### config.mk
export PLATFORM = sky130hd
export DESIGN_NAME = dtcq_back
export DESIGN_NICKNAME = d
export VERILOG_FILES = /design/src/design/dtcq_pkg.sv /design/src/design/dtcq_back.sv
export SDC_FILE = /design/constraint.sdc
export NUM_CORES = 2
export LEC_CHECK = 0
export BUFFER_PORTS_ARGS = -buffer_cell sky130_fd_sc_hd__clkbuf_2
export CORE_ASPECT_RATIO = 1.5
export CORE_MARGIN = 2
export CORE_UTILIZATION = 40
export CTS_BUF_LIST = sky130_fd_sc_hd__clkbuf_16
export DETAILED_ROUTE_END_ITERATION = 7
export GPL_TIMING_DRIVEN = 0
export SKIP_CTS_REPAIR_TIMING = 1
export SYNTH_ARGS = -nofsm -noshare
export SYNTH_HDL_FRONTEND = slang
export SYNTH_SLANG_ARGS = --single-unit
### constraint.sdc
create_clock -name clk -period 38.5 [get_ports clk]
set_input_delay 3.85 -clock clk [delete_from_list [all_inputs] [get_ports clk]]
set_output_delay 3.85 -clock clk [all_outputs]
set_load 0.01 [all_outputs]
### src/design/dtcq_pkg.sv
// Types and codes shared by the deadline timer queue modules.
package dtcq_pkg;

  localparam logic [1:0] CMD_ARM_ABS = 2'd0;
  localparam logic [1:0] CMD_ARM_REL = 2'd1;
  localparam logic [1:0] CMD_CANCEL  = 2'd2;
  localparam logic [1:0] CMD_TICK    = 2'd3;

  localparam logic [1:0] KIND_ACK    = 2'd0;
  localparam logic [1:0] KIND_FIRED  = 2'd1;
  localparam logic [1:0] KIND_DONE   = 2'd2;

  localparam logic [15:0] MIN_INTERVAL_RESET = 16'd50;
  localparam logic [15:0] MAX_INTERVAL_RESET = 16'd50000;

  localparam logic [3:0] REG_MIN_INTERVAL = 4'd0;
  localparam logic [3:0] REG_MAX_INTERVAL = 4'd1;

  typedef struct packed {
    logic [1:0]  cmd;
    logic [3:0]  slot;
    logic [63:0] time_value;
    logic [63:0] repeat_period;
    logic [63:0] now;
  } in_item_t;

  typedef struct packed {
    logic [1:0]  kind;
    logic [3:0]  fired_slot;
    logic [63:0] fired_deadline;
    logic [63:0] next_compare;
    logic        slot_idle;
    logic        last;
  } out_item_t;

  typedef enum logic [2:0] {
    ST_IDLE, ST_APPLY, ST_SCAN, ST_FIRE, ST_REARM, ST_NEXT, ST_EMIT
  } exec_state_t;

  function automatic logic [63:0] sat_add(input logic [63:0] a, input logic [63:0] b);
    logic [64:0] r;
    r = {1'b0, a} + {1'b0, b};
    return r[64] ? '1 : r[63:0];
  endfunction

endpackage

### src/design/dtcq_back.sv
// Back end: slot table, sequential earliest-deadline scan and result output.
module dtcq_back import dtcq_pkg::*; #(
  parameter int SLOTS = 16,
  parameter int MAX_FIRES = 16
) (
  input  logic      clk,
  input  logic      rst,
  input  logic      q_valid,
  output logic      q_ready,
  input  in_item_t  q_item,
  input  logic      cfg_we,
  input  logic [3:0] cfg_idx,
  input  logic [15:0] cfg_data,
  output logic      out_valid,
  input  logic      out_ready,
  output out_item_t out_item
);
  localparam int SW  = (SLOTS > 1) ? $clog2(SLOTS) : 1;
  localparam int FW  = $clog2(MAX_FIRES + 1);
  localparam int FIW = (MAX_FIRES > 1) ? $clog2(MAX_FIRES) : 1;

  logic [63:0] dl [SLOTS];
  logic [63:0] per [SLOTS];
  logic [31:0] stamp [SLOTS];
  logic [SLOTS-1:0] active;
  logic [31:0] arm_seq;
  logic [15:0] min_iv, max_iv;

  // fires of the current tick, replayed once next_compare is known
  logic [3:0]  fb_slot [MAX_FIRES];
  logic [63:0] fb_dl [MAX_FIRES];

  exec_state_t st, st_next;
  in_item_t    cur;
  logic [SW-1:0] idx;
  logic        best_ok;
  logic [SW-1:0] best;
  logic [FW-1:0] nfires, ecnt;
  logic [63:0] nc;
  out_item_t   obuf;
  logic        obuf_v;

  logic [SW-1:0] cur_s;
  logic [31:0] stamp_diff;
  logic        slot_ok, cand_better, idle_now, fire_go, out_free, emit_load;
  logic [63:0] lo, hi;

  assign cur_s   = cur.slot[SW-1:0];
  assign slot_ok = ({4'd0, cur.slot} < 8'(SLOTS));
  // equal deadlines: the older stamp wins, age by sign of the difference
  assign stamp_diff  = stamp[idx] - stamp[best];
  assign cand_better = active[idx] && (!best_ok || dl[idx] < dl[best] ||
    (dl[idx] == dl[best] && stamp_diff[31]));
  assign lo = sat_add(cur.now, {48'd0, min_iv});
  assign hi = sat_add(cur.now, {48'd0, max_iv});
  assign idle_now  = !(slot_ok && active[cur_s]);
  assign fire_go   = (nfires != FW'(MAX_FIRES)) && best_ok && (dl[best] <= cur.now);
  assign out_free  = !obuf_v || out_ready;
  assign emit_load = (st == ST_EMIT) && out_free;

  assign q_ready   = (st == ST_IDLE);
  assign out_valid = obuf_v;
  assign out_item  = obuf;

  // next state
  always_comb begin
    st_next = st;
    case (st)
      ST_IDLE:  if (q_valid) st_next = ST_APPLY;
      ST_APPLY: st_next = ST_SCAN;
      ST_SCAN:  if (idx == SW'(SLOTS - 1))
                  st_next = (cur.cmd == CMD_TICK) ? ST_FIRE : ST_NEXT;
      ST_FIRE:  st_next = fire_go ? ST_REARM : ST_NEXT;
      ST_REARM: st_next = ST_SCAN;
      ST_NEXT:  st_next = ST_EMIT;
      ST_EMIT:  if (out_free && ecnt == nfires) st_next = ST_IDLE;
      default:  st_next = ST_IDLE;
    endcase
  end

  // table updates, scan and result register
  always_ff @(posedge clk) begin
    if (rst) begin
      st <= ST_IDLE;
      active <= '0;
      arm_seq <= '0;
      min_iv <= MIN_INTERVAL_RESET;
      max_iv <= MAX_INTERVAL_RESET;
      obuf_v <= 1'b0;
      idx <= '0;
      best <= '0;
      best_ok <= 1'b0;
      nfires <= '0;
      ecnt <= '0;
    end else begin
      st <= st_next;
      if (cfg_we && cfg_idx == REG_MIN_INTERVAL) min_iv <= cfg_data;
      if (cfg_we && cfg_idx == REG_MAX_INTERVAL) max_iv <= cfg_data;
      if (emit_load) obuf_v <= 1'b1;
      else if (out_ready) obuf_v <= 1'b0;
      case (st)
        ST_IDLE: begin
          if (q_valid) begin
            cur <= q_item;
            nfires <= '0;
          end
        end
        ST_APPLY: begin
          idx <= '0;
          best_ok <= 1'b0;
          if (slot_ok && (cur.cmd == CMD_ARM_ABS || cur.cmd == CMD_ARM_REL)) begin
            dl[cur_s] <= (cur.cmd == CMD_ARM_ABS) ? cur.time_value :
                         sat_add(cur.now, cur.time_value);
            per[cur_s] <= cur.repeat_period;
            stamp[cur_s] <= arm_seq;
            active[cur_s] <= 1'b1;
            arm_seq <= arm_seq + 32'd1;
          end else if (slot_ok && cur.cmd == CMD_CANCEL) begin
            active[cur_s] <= 1'b0;
            per[cur_s] <= '0;
          end
        end
        ST_SCAN: begin
          if (cand_better) begin
            best <= idx;
            best_ok <= 1'b1;
          end
          idx <= idx + 1'b1;
        end
        ST_FIRE: begin
          if (fire_go) begin
            active[best] <= 1'b0;
            fb_slot[nfires[FIW-1:0]] <= 4'(best);
            fb_dl[nfires[FIW-1:0]] <= dl[best];
            nfires <= nfires + 1'b1;
          end
        end
        ST_REARM: begin
          idx <= '0;
          best_ok <= 1'b0;
          if (per[best] != 64'd0) begin
            dl[best] <= sat_add(dl[best], per[best]);
            stamp[best] <= arm_seq;
            active[best] <= 1'b1;
            arm_seq <= arm_seq + 32'd1;
          end
        end
        ST_NEXT: begin
          // last scan covered the final table
          nc <= (!best_ok) ? hi : (dl[best] <= lo) ? lo : (dl[best] < hi) ? dl[best] : hi;
          ecnt <= '0;
        end
        ST_EMIT: begin
          if (out_free) begin
            if (ecnt != nfires) begin
              obuf.kind <= KIND_FIRED;
              obuf.fired_slot <= fb_slot[ecnt[FIW-1:0]];
              obuf.fired_deadline <= fb_dl[ecnt[FIW-1:0]];
              obuf.last <= 1'b0;
              ecnt <= ecnt + 1'b1;
            end else begin
              obuf.kind <= (cur.cmd == CMD_TICK) ? KIND_DONE : KIND_ACK;
              obuf.fired_slot <= '0;
              obuf.fired_deadline <= '0;
              obuf.last <= 1'b1;
            end
            obuf.next_compare <= nc;
            obuf.slot_idle <= idle_now;
          end
        end
        default: ;
      endcase
    end
  end
endmodule

* After elaboration in Yosys (flattened, before gate mapping) *
Memories as Yosys holds them, arrays and structs flattened. A register that Yosys moved wholly into a read port is not among the register bits.
Index checks and enable logic that the tools add are counted.

storage, ports and cells
  memories kept = 5
  output and inout port bits = 138
  bits in registers = 433
  RAM bits = 3648
  logic and storage cells = 196
  bits of input ports = 223

memories
  memory   depth  width  read ports  clocked after Yosys merged registers in  wr ports  line             source
  dl       16     64     2           2                                        1         dtcq_back.sv:22  logic [63:0] dl [SLOTS];
  fb_dl    16     64     1           1                                        1         dtcq_back.sv:31  logic [63:0] fb_dl [MAX_FIRES];
  per      16     64     1           1                                        1         dtcq_back.sv:23  logic [63:0] per [SLOTS];
  stamp    16     32     2           2                                        1         dtcq_back.sv:24  logic [31:0] stamp [SLOTS];
  fb_slot  16     4      1           1                                        1         dtcq_back.sv:30  logic [3:0] fb_slot [MAX_FIRES];

cells by class
  equal/unequal tests = 25
  order comparisons = 9
  $add $sub $neg = 9
  reductions and logical operators = 42
  bitwise gates (word level) = 8
  multiplexer cells = 77

operators with widths
  operator                                        number
  two-way mux 64 bit                              10
  adder 64 x 16 -> 65 bit                         2
  adder 64 x 64 -> 65 bit                         2
  less-or-equal comparator 64 bit                 2
  < comparator 64 bit                             2
  two-way mux 32 bit                              3
  == test 64 bit                                  1
  two-way mux 16 bit                              4
  case mux 32 bit (2 select lines)                1
  nonzero test 64 bit                             1
  OR reduction 64 bit                             1
  two-way mux 4 bit                               12
  case mux 16 bit (3 select lines)                1
  adder 32 x 1 -> 32 bit (second input constant)  1
  bitwise AND 16 bit                              2
  inverter 16 bit                                 2
  bitwise OR 16 bit                               2
  OR reduction 32 bit                             1
  subtractor 32 bit                               1
  two-way mux 1 bit                               28
  two-way mux 5 bit                               4
  case mux 5 bit (2 select lines)                 2
  case mux 3 bit (6 select lines)                 1
  AND reduction 3 bit                             6
  36 further kinds                                78

* Longest topological paths before layout *
  depth after elaboration = 9
  mapped depth = 26
  depth with buffers taken out = 24

* Worst setup path before layout *
OpenSTA, ideal clock, no wires.

  path kind = input-to-reg
  start = input rst
  end = register obuf, in the netlist out_item[0] (enable)
  path slack = 24233 ps
  library setup time = 797 ps
  stages on the path = 3
  path buffers = 2
  required time = 37703 ps
  arrival time = 13469 ps
  cell sequence = clkbuf_1 > clkbuf_1 > nor3_1

on the way
  longest elaborated chain between the ends = 2

RTL lines
  item                           line             source
  from (decl)                    dtcq_back.sv:7   input logic rst,
  inverter 1 bit (no line)       --
  AND reduction 3 bit (no line)  --
  to (decl)                      dtcq_back.sv:40  out_item_t obuf;

Every way passes these cells.
A chain may end at the register's enable or synchronous reset.

==> impl_metrics.ini <==
[final_layout]
stdcell_count = 17877
num-nets-final = 12028
drive_gt1_share_pct = 28.4
num-fill-cells = 38997
area_growth_pct = 16.1

[critical_path]
path_delay_family = buffers and inverters
critPathMostFrequentCell = buf_4
worst_setup_path_end_kind = flop
path_buf_inv = 16
critPathSlowestCell = inv_1
slowest_delay_ns = 1.27
cp_max_fo = 22
crit_type = flop to flop
start_kind = flop
crit_required_ns = 39.26
cp.arrival_ns = 12.68

[die]
dieHeight_microns = 840
core_area_sq_mm = 0.465
ios = 361
num_rows = 307
initial_core_util_pct = 40.1
fp.dieW_microns = 562
fp.dieArea_sq_mm = 0.472

[synth]
synthCells = 10094
ys_types = 92
seq_area_frac_synth_pct = 66.3
synth_largest_area_cell = edfxtp_1
synthArstFlopShare_pct = 0
yosys-top-cells-area = edfxtp_1 65%, mux4_2 19%, ha_1 3.0%
synth-edff-count = 4046
ys_warn_count = 0
avgSynthCellArea_sq_um = 18.5
ys_ff_latch = 4157
syn_area_sq_mm = 0.187
synth_top_area_share_pct = 65.1
ys.flop_type = edfxtp_1
synth_nets = 10773

[detailed_routing]
first_pass_iters = 6
drc = 0
routed_via_density = 6.26
drtAntennaViolNets = 0
wirelength_microns = 674000
routedWlPerCell_microns = 37.7
dr.first_iter.drc_count = 13328
via_count = 111918

[placed_design]
port-buffer-count = 360
place_inst = 17125
finalWeightedCongestion = 0.957
dp_hpwl_microns = 493000

[clock_tree]
cts_tree = done
clkLatencyLatePin_ns = 1.08
cts.clk_slew.worst_paths_ns = 0.06
root_buffer = clkbuf_16
cts_made_buffers = 391
htreeDepth = 5
cts.sink_count = 4157
clk_path_buf_depth = 4

[grt]
track_usage_pct = 28.2
grt_max_degree = 36
overflow = 0
antenna_found_initial = 40
grt_pass1_vias = 113292
grt_pass1_wl_microns = 916000

[sta]
fin_worst_skew_ns = 0.110
setup_viol = 0
setup_tns_ns = 0
period_share_pct = 31.0
fmax_mhz = 83.9
finalHoldViolCount = 0
slew_violations = 109
max_slew_margin_pct = -7.25
rsz0062_at_grt = no
min_period_ns = 11.92
tightest_slew_ns = 1.61

[power]
static-leakage-power_nw = 69.0
p_per_area_mw_per_mm2 = 50.3
ir_drop_v = 0.0000364

[hold_path]
hold_class = flop to flop

[job]
cap_violations = 8

[run_status]
status = finished with violations
violations = capacitance limit, slew limit
==> cell families after synthesis <==
family	count (synthesis)	share of synthesized area [%]
DFF	4157	66.3
buffers and inverters	766	1.64
AOI/OAI and AO/OA	1289	4.53
muxes	1610	19.1
xor gates and xnor gates	246	1.16
adders and majority gates	456	3.07
and+or+nand+nor	1570	4.13
==> synth_stat cells (12+ instances only) <==
cell and number:
nor2b_1 121, a21o_1 156, or3_1 31, xor2_1 70
o21ai_0 201, dfxtp_1 111, o211ai_1 22, o21bai_1 44
inv_1 223, mux2i_1 30, o221ai_1 63, and3_1 30
nand3_1 106, a21oi_1 372, a22oi_1 106, o21a_1 42
buf_2 98, o221a_2 18, xnor2_1 176, clkbuf_1 319
mux4_2 1564, nor2_1 390, nor3_1 88, mux2_2 16
or2_2 18, a221oi_1 12, edfxtp_1 4046, nor4_1 56
a31oi_1 25, or4_1 12, a211oi_1 36, ha_1 452
buf_1 112, and2_1 92, nand2_1 422, nand4_1 109
nand2b_1 43, o22ai_1 79
==> power breakdown <==
group	internal [W]	switching, W
Sequential	0.00523	0.0000799
Clock	0.00213	0.00176
Combinational	0.000594	0.00111
==> sequential cells by signal (all words and copies together) (netlist names), named ones only <==
name / cells
max_iv: 16
cur: 194
ecnt: 5
nc: 64
arm_seq: 32
min_iv: 16
fb_slot: 64
out_valid: 1
fb_dl: 1024
st: 3
idx: 4
per: 1024
best: 4
stamp: 512
best_ok: 1
cur_s: 4
dl: 1024
out_item: 136
nfires: 5
==> worst reg2reg max path, delay by kind of cell (launching register included) <==
| family | cells | cell delay [ns] |
|---|---|---|
| DFF | 1 | 0.31 |
| buffers and inverters | 16 | 7.44 |
| and+or+nand+nor | 6 | 2.54 |
| AOI/OAI and AO/OA | 3 | 1.02 |
| adders and majority gates | 1 | 0.31 |
==> layer usage <==
layer	track usage (%)	vias up	routed length [microns]	share of wire [%]
met5	0	-	138	0.020
met4	20.2	20	57100	8.5
met3	4.88	1630	51300	7.6
met2	48.0	6171	334000	50
met1	32.2	59486	232000	34
li1	-	44611	-	-
==> path summary, 6_finish.rpt <==
| path | from | end | slack [ns] | cells past startpoint |
|---|---|---|---|---|
| worst max-delay path | flop | fb_dl[6][45] | 26.58 | 26 |
| worst min-delay path | nc[2] | out_item[4] | 0.41 | 0 |
| worst max register to register | flop | fb_dl[6][45] | 26.58 | 26 |
| worst min register to register | nc[2] | out_item[4] | 0.41 | 0 |
==> cell usage in the layout (no fill, tap or decap), drive strengths merged, types with 42 or more instances in the layout <==
cell type,netlist,final
a21o,156,156
a21oi,373,373
a22oi,106,106
and2,93,93
buf,224,724
clkbuf,319,1080
clkinv,0,160
dfxtp,111,111
edfxtp,4046,4046
ha,452,452
inv,223,322
mux4,1564,1564
nand2,423,423
nand2b,43,43
nand3,107,107
nand4,110,110
nor2,390,390
nor2b,121,121
nor3,92,92
nor4,57,57
o21a,42,42
o21ai,203,203
o21bai,44,44
o221ai,64,64
o22ai,79,79
xnor2,176,176
xor2,70,70
==> layout make-up <==
class	instances	area, sq um	area share (%)
Buffer	543	2280	1.05
Timing Repair Buffer	862	8920	4.12
Sequential cell	4157	124000	57.1
Clock buffer	399	9980	4.61
Multi-Input combinational cell	5171	60500	27.9
Antenna cell	27	67.6	0.0312
Inverter	223	837	0.386
Clock inverter	315	2620	1.21
Tap cell	6180	7730	3.57
==> metrics by stage <==
stage	instance area, sq um	setup WS [ns]	total power (W)	hold WS [ns]	util, %
after floorplan	187000	24.23	0.00625	0.400	-
after global placement	196000	9.25	0.00694	0.408	42.1
after detailed placement	204000	26.61	0.00707	0.405	43.8
after CTS	216000	26.61	0.0109	0.403	46.5
after global routing	217000	26.49	0.0112	0.412	46.6
final	217000	26.58	0.0109	0.406	46.6
(Power assumes the default switching activity.)
